$ cat src/hsfb_pkg.sv
package hsfb_pkg;

  typedef logic [7:0] byte_t;

  // Register map, by place in the list (byte address is four times this)
  localparam logic REG_VOLUME   = 1'b0;
  localparam logic REG_INDEX_EN = 1'b1;

  localparam byte_t SYNC_RAW      = 8'hFD;
  localparam byte_t MAIN_SEC_ODD  = 8'd4;
  localparam byte_t MAIN_SEC_EVEN = 8'd9;

  function automatic byte_t rev8(input byte_t v);
    byte_t r;
    for (int i = 0; i < 8; i++) begin
      r[i] = v[7 - i];
    end
    return r;
  endfunction

  // XOR the byte in, then rotate left by one
  function automatic byte_t sum_step(input byte_t s, input byte_t b);
    byte_t x;
    x = s ^ b;
    return {x[6:0], x[7]};
  endfunction

endpackage

$ cat src/hard_sector_frame_builder_top.sv
// Hard-sectored floppy sector framer. Takes the data bytes of a sector one word at a time and
// sends out the track byte stream, one byte per cycle from a single byte sequencer while
// out_tready does not stall it. The first data word of a sector brings out the preamble (lead
// gap, hole gap with the hole/index flags on its first byte, sync, volume, cylinder, sector,
// header checksum, second lead gap, sync) ahead of the data byte. The last data word of a
// sector adds the data checksum and a zero pad byte. Every other data word brings out only its
// data byte. The output register lets the next word be taken while the last byte of the
// previous word waits to be taken.
module hard_sector_frame_builder_top
  import hsfb_pkg::*;
#(
  parameter int SECTOR_BYTES = 256,
  parameter int LEAD_GAP     = 17,
  parameter int HOLE_GAP     = 14
) (
  input  logic        clk,
  input  logic        rst_n,
  // input stream
  input  logic        in_tvalid,
  output logic        in_tready,
  input  logic [23:0] in_tdata,   // [7:0] data_byte, [15:8] cylinder_number, [23:16] sector_number
  // output stream
  output logic        out_tvalid,
  input  logic        out_tready,
  output logic [7:0]  out_tdata,  // [7:0] code_byte
  output logic [1:0]  out_tuser,  // [0] sector_hole, [1] main_index
  output logic        out_tlast,  // last_of_run
  // configuration
  input  logic        cfg_psel,
  input  logic        cfg_penable,
  input  logic        cfg_pwrite,
  input  logic [2:0]  cfg_paddr,
  input  logic [31:0] cfg_pwdata,
  output logic [31:0] cfg_prdata,
  output logic        cfg_pready
);

  localparam int P_HOLE  = LEAD_GAP;
  localparam int P_SYNC1 = LEAD_GAP + HOLE_GAP;
  localparam int P_VOL   = P_SYNC1 + 1;
  localparam int P_CYL   = P_SYNC1 + 2;
  localparam int P_SEC   = P_SYNC1 + 3;
  localparam int P_HSUM  = P_SYNC1 + 4;
  localparam int P_SYNC2 = P_HSUM + LEAD_GAP + 1;
  localparam int P_DATA  = P_SYNC2 + 1;
  localparam int P_SUM   = P_DATA + 1;
  localparam int P_PAD   = P_DATA + 2;
  localparam int PW      = $clog2(P_PAD + 1);
  localparam int CW      = (SECTOR_BYTES > 1) ? $clog2(SECTOR_BYTES) : 1;

  // configuration registers
  byte_t volume_r;
  logic  index_en_r;
  logic  cfg_wr;

  assign cfg_pready = 1'b1;
  assign cfg_wr     = cfg_psel && cfg_penable && cfg_pwrite;

  always_ff @(posedge clk) begin
    if (!rst_n) begin
      volume_r   <= '0;
      index_en_r <= 1'b1;
    end else if (cfg_wr) begin
      unique case (cfg_paddr[2])
        REG_VOLUME:   volume_r   <= cfg_pwdata[7:0];
        REG_INDEX_EN: index_en_r <= cfg_pwdata[0];
        default: ;
      endcase
    end
  end

  always_comb begin
    cfg_prdata = '0;
    unique case (cfg_paddr[2])
      REG_VOLUME:   cfg_prdata[7:0] = volume_r;
      REG_INDEX_EN: cfg_prdata[0]   = index_en_r;
      default: ;
    endcase
  end

  // sector state
  logic [CW-1:0] cnt_r;
  byte_t         sum_r;

  // word in progress
  logic          cur_valid_r;
  logic [PW-1:0] pos_r;
  logic          last_r;
  byte_t         data_r, cyl_r, sec_r, hsum_r, dsum_r;
  logic          main_hit_r;

  // output register
  logic          out_valid_r;
  byte_t         out_byte_r;
  logic          out_hole_r, out_main_r, out_last_r;

  byte_t         in_data, in_cyl, in_sec;
  logic          in_acc, first, last;
  byte_t         dsum_nxt, hsum_nxt;
  logic [PW-1:0] end_pos;
  logic          emit, done;
  byte_t         code_nxt;
  logic          hole_nxt;

  assign in_data = in_tdata[7:0];
  assign in_cyl  = in_tdata[15:8];
  assign in_sec  = in_tdata[23:16];

  assign first    = (cnt_r == '0);
  assign last     = (cnt_r == CW'(SECTOR_BYTES - 1));
  assign dsum_nxt = sum_step(first ? 8'h00 : sum_r, in_data);
  assign hsum_nxt = sum_step(sum_step(sum_step(8'h00, volume_r), in_cyl), in_sec);

  assign end_pos   = last_r ? PW'(P_PAD) : PW'(P_DATA);
  assign emit      = cur_valid_r && (!out_valid_r || out_tready);
  assign done      = emit && (pos_r == end_pos);
  assign in_tready = !cur_valid_r || done;
  assign in_acc    = in_tvalid && in_tready;

  always_ff @(posedge clk) begin
    if (!rst_n) begin
      cnt_r       <= '0;
      sum_r       <= '0;
      cur_valid_r <= 1'b0;
    end else begin
      if (in_acc) begin
        cnt_r       <= last ? '0 : cnt_r + CW'(1);
        sum_r       <= last ? 8'h00 : dsum_nxt;
        cur_valid_r <= 1'b1;
      end else if (done) begin
        cur_valid_r <= 1'b0;
      end
    end
  end

  always_ff @(posedge clk) begin
    if (in_acc) begin
      // preamble only on the first word of a sector
      pos_r      <= first ? '0 : PW'(P_DATA);
      last_r     <= last;
      data_r     <= in_data;
      cyl_r      <= in_cyl;
      sec_r      <= in_sec;
      hsum_r     <= hsum_nxt;
      dsum_r     <= dsum_nxt;
      main_hit_r <= in_cyl[0] ? (in_sec == MAIN_SEC_ODD) : (in_sec == MAIN_SEC_EVEN);
    end else if (emit) begin
      pos_r <= pos_r + PW'(1);
    end
  end

  // byte at the current position
  always_comb begin
    code_nxt = 8'h00;
    if (pos_r == PW'(P_SYNC1) || pos_r == PW'(P_SYNC2)) begin
      code_nxt = rev8(SYNC_RAW);
    end else if (pos_r == PW'(P_VOL)) begin
      code_nxt = rev8(volume_r);
    end else if (pos_r == PW'(P_CYL)) begin
      code_nxt = rev8(cyl_r);
    end else if (pos_r == PW'(P_SEC)) begin
      code_nxt = rev8(sec_r);
    end else if (pos_r == PW'(P_HSUM)) begin
      code_nxt = rev8(hsum_r);
    end else if (pos_r == PW'(P_DATA)) begin
      code_nxt = rev8(data_r);
    end else if (pos_r == PW'(P_SUM)) begin
      code_nxt = rev8(dsum_r);
    end
  end

  assign hole_nxt = (pos_r == PW'(P_HOLE)) && index_en_r;

  always_ff @(posedge clk) begin
    if (!rst_n) begin
      out_valid_r <= 1'b0;
    end else if (emit) begin
      out_valid_r <= 1'b1;
    end else if (out_tready) begin
      out_valid_r <= 1'b0;
    end
  end

  always_ff @(posedge clk) begin
    if (emit) begin
      out_byte_r <= code_nxt;
      out_hole_r <= hole_nxt;
      out_main_r <= hole_nxt && main_hit_r;
      out_last_r <= (pos_r == end_pos);
    end
  end

  assign out_tvalid = out_valid_r;
  assign out_tdata  = out_byte_r;
  assign out_tuser  = {out_main_r, out_hole_r};
  assign out_tlast  = out_last_r;

`ifndef NO_ASSERTIONS
  a_pos_in_range: assert property (@(posedge clk) disable iff (!rst_n)
    cur_valid_r |-> pos_r <= end_pos)
    else $error("sequencer ran past the end of its word");

  a_main_needs_hole: assert property (@(posedge clk) disable iff (!rst_n)
    out_valid_r && out_main_r |-> out_hole_r)
    else $error("main index without sector hole");

  a_hole_needs_enable: assert property (@(posedge clk) disable iff (!rst_n)
    emit && hole_nxt |-> index_en_r)
    else $error("sector hole flagged while disabled");

  a_accept_loads: assert property (@(posedge clk) disable iff (!rst_n)
    in_acc |=> cur_valid_r)
    else $error("accepted word not held for sequencing");
`endif

endmodule
$ cat config.mk
export PLATFORM = sky130hd
export DESIGN_NAME = hard_sector_frame_builder_top
export DESIGN_NICKNAME = d
export VERILOG_FILES = /design/src/hsfb_pkg.sv /design/src/hard_sector_frame_builder_top.sv
export SDC_FILE = /design/constraint.sdc
export NUM_CORES = 1
export LEC_CHECK = 0
export ABC_AREA = 1
export BUFFER_PORTS_ARGS = -buffer_cell sky130_fd_sc_hd__buf_2
export CORE_MARGIN = 3
export CORE_UTILIZATION = 45
export CTS_CLUSTER_DIAMETER = 30
export DETAILED_ROUTE_END_ITERATION = 8
export GPL_TIMING_DRIVEN = 1
export PLACE_DENSITY = 0.69
export SETUP_SLACK_MARGIN = 0.2
export SLEW_MARGIN = 20
export SYNTH_ARGS = -nofsm -noshare
export SYNTH_HDL_FRONTEND = slang
export SYNTH_SLANG_ARGS = --single-unit
export TNS_END_PERCENT = 20
$ cat constraint.sdc
create_clock -name clk -period 3.23 [get_ports clk]
set_clock_uncertainty 0.15 [all_clocks]
set_input_delay 0.1615 -clock clk [delete_from_list [all_inputs] [get_ports clk]]
set_output_delay 0.1615 -clock clk [all_outputs]
set_load 0.1 [all_outputs]
==> impl_metrics.ini <==
[pwr]
p_seq_share_pct = 49.3
leakage_nw = 2.36
swShare_pct = 33.9
power_density_mw_per_mm2 = 512
comb_power_share_pct = 22.6
p_int_mw = 1.78
power.total_mw = 2.69
pwr-share-clk_pct = 28.0
p_sw_mw = 0.912
ir_worst_vdd_uv = 240

[min_path]
hold_depth = 3
hp-class = input pin to flip-flop

[floorplan]
core_region_area_sq_mm = 0.00937
ios = 112
die_x_um = 105
start_util_pct = 47.1
rows = 35
die-area_sq_mm = 0.0110
die_h_um = 105

[cts]
cts_tree = built
postCtsSetupBuffers = 0
root_buffer = clkbuf_8
clk_pin_slew_ps = 90
cts_max_level = 3
clk_latency_ps = 350
clock_path_buffers = 2
cts_buffers = 9
cts.sinks = 86

[worst_setup_path]
worstPathMaxFanout = 12
cp-end-kind = primary output
path_class = flip-flop to primary output
critPathTopFamily = buffers and inverters
required_ps = 2920
max_stage_delay_ps = 540
cpMostUsedCell = nand2_1
worstRegToRegCells = 8
slowest_stage = edfxtp_1
worst-path-buf-inv = 2
cp.depth = 6
cp-start-kind = flip-flop
critical_path.cell_chain = inv_1 > nand2_1 > o21ai_1 > nand4_1 > nand2_1 > buf_2
arrival_ps = 2260

[run]
maxCapViolCount = 0

[place]
dpl.hpwl_um = 6520
routabilityCongestion = 0.873
place_area_sq_mm = 0.00472
dp.cells = 686
dp_slack_ps = 845
numPortBuffers = 60

[sta]
holdWs_ps = 10.3
setup_ws_ps = 663
rsz0062_at_grt = no
worst_pin_slew_ps = 718
fmax_ghz = 0.390
finalSetupViolations = 0
setup_tns_ps = 0
hold_violations = 0
slew_headroom_pct = 52.1
slew_viol_final = 0
min_period_ps = 2570
post-route-period-util_pct = 79.5

[global_route]
antenna_found_initial = 0
grt_overflow_total = 0
grt_pass1_wl_um = 15300
grt_pass1_vias = 3323
grt_usage_pct = 17.1
grt_max_degree = 55

[logic_synthesis]
avgSynthCellArea_sq_um = 8.66
synth-seq-area-share_pct = 52.4
yosys_warnings = 0
synth_top_area_cell = edfxtp_1
synthesis.area_sq_mm = 0.00441
synth_cells = 510
ys_ff_latch = 86
synth_area_leaders = edfxtp_1, dfxtp_1, nand2_1
synth_top_area_share_pct = 40.1
synthDistinctLibCells = 34

[route]
ant_nets = 0
viasPerCell = 4.77
drt_iter0_drc = 206
drc = 0
drt_wl_total_um = 9210
vias = 3509
wire_per_inst_um = 12.5
firstDrtPassIters = 5

[final_layout]
fin_util_pct = 56.1
fin_cells = 736
drive_gt1_share_pct = 14.8
syn2layout_area_growth_pct = 19.1
fin_nets = 674
design_area_sq_mm = 0.00526
antenna_cells = 0

[status]
status = completed
## power groups by stage
stage | Sequential [mW] | Combinational [mW] | Clock, mW
4_1_cts | 1.33 | 0.611 | 0.772
2_1_floorplan | 1.42 | 0.424 | 0
3_3_place_gp | 1.35 | 0.568 | 0
3_5_place_dp | 1.35 | 0.577 | 0
5_1_grt | 1.34 | 0.662 | 0.809
6_report | 1.33 | 0.609 | 0.754
## worst register-to-register path, stage by stage, from the launching register on
cell and delay [ps]:
edfxtp_1 540, inv_1 150, nand2_1 60, o21ai_1 90, nand4_1 170, a21oi_4 160, buf_4 530, nand2_1 240
o21ai_0 140
## synth_stat cells
library cell,n
a21oi_2,1
nand3_2,2
o2111ai_1,1
nand3b_1,2
and3_1,1
o21bai_1,1
xnor2_1,10
nor3_1,4
o22ai_1,1
clkbuf_1,3
dfxtp_1,27
a21oi_1,32
buf_4,30
inv_2,2
nand2_1,135
ha_1,6
nor3b_1,2
buf_6,1
nand4_1,5
conb_1,2
inv_1,60
nor2_1,30
nor2_2,3
or2_0,5
clkinv_1,1
or2_2,3
xor2_1,12
nor2_4,1
o21ai_0,11
buf_2,4
edfxtp_1,59
o311ai_0,1
nand3_1,51
o21ai_1,1
## cell usage in the layout (no fill, tap or decap), types with 2 or more instances in the layout
| cell type | count |
|---|---|
| inv_2 | 2 |
| ha_1 | 6 |
| or2_0 | 5 |
| nand2_1 | 135 |
| nand3_1 | 51 |
| edfxtp_1 | 59 |
| dlygate4sd3_1 | 34 |
| nand4_1 | 5 |
| a21oi_1 | 32 |
| dfxtp_1 | 27 |
| nor2_2 | 3 |
| nor2_1 | 30 |
| clkinv_4 | 2 |
| buf_2 | 60 |
| buf_4 | 2 |
| clkinvlp_4 | 3 |
| nor3_1 | 4 |
| conb_1 | 25 |
| inv_1 | 60 |
| or2_2 | 3 |
| xnor2_1 | 10 |
| nor3b_1 | 2 |
| o21ai_0 | 11 |
| nand3b_1 | 2 |
| xor2_1 | 12 |
| clkbuf_8 | 9 |
| nand3_2 | 2 |
## worst paths after layout
path                              endpoint  slack (ps)        start
worst min-delay path            index_en_r          10  cfg_penable
worst max register to register    pos_r[5]         820     pos_r[2]
worst max-delay path             in_tready         660     pos_r[2]
worst min register to register    cnt_r[4]         370     cnt_r[4]
## state kept, by name, summed over array words and instances, names as in the netlist, 6 cells and up
| register | cells |
|---|---|
| cnt_r | 8 |
| cyl_r | 8 |
| data_r | 8 |
| dsum_r | 8 |
| hsum_r | 8 |
| out_tdata | 8 |
| pos_r | 6 |
| sec_r | 8 |
| sum_r | 8 |
| volume_r | 8 |
## cells by family (layout without fill, tap and decap cells)
family | after synthesis | in the layout | synth area share, %
adders and majority gates | 6 | 6 | 1.70
and+or+nand+nor | 244 | 244 | 24.1
xor gates and xnor gates | 22 | 22 | 4.36
DFF | 86 | 86 | 52.4
other | 2 | 25 | 0.170
buffers and inverters | 101 | 175 | 11.4
AOI/OAI and AO/OA | 49 | 49 | 5.90
## routing by layer
layer	GRT usage (%)	wire length (um)
met2	29.8	4690
met3	2.59	341
met1	21.6	4030
met5	0	0
met4	6.00	149
## timing repair
action                                  CTS  global route
endpoints found under the setup margin    0             0
hold buffers                             34             0
endpoints found under the hold margin    34             0
resized for setup                         0             0
## cell type report
class	count	area, sq um
clock buffers	9	124
clock inverters	7	75.1
fillers	837	4120
inverters	63	236
multi-input cells	346	1690
flip-flops and latches	86	2310
well taps	129	161
repair buffers	96	656
Power figures use the tool's default switching activity.
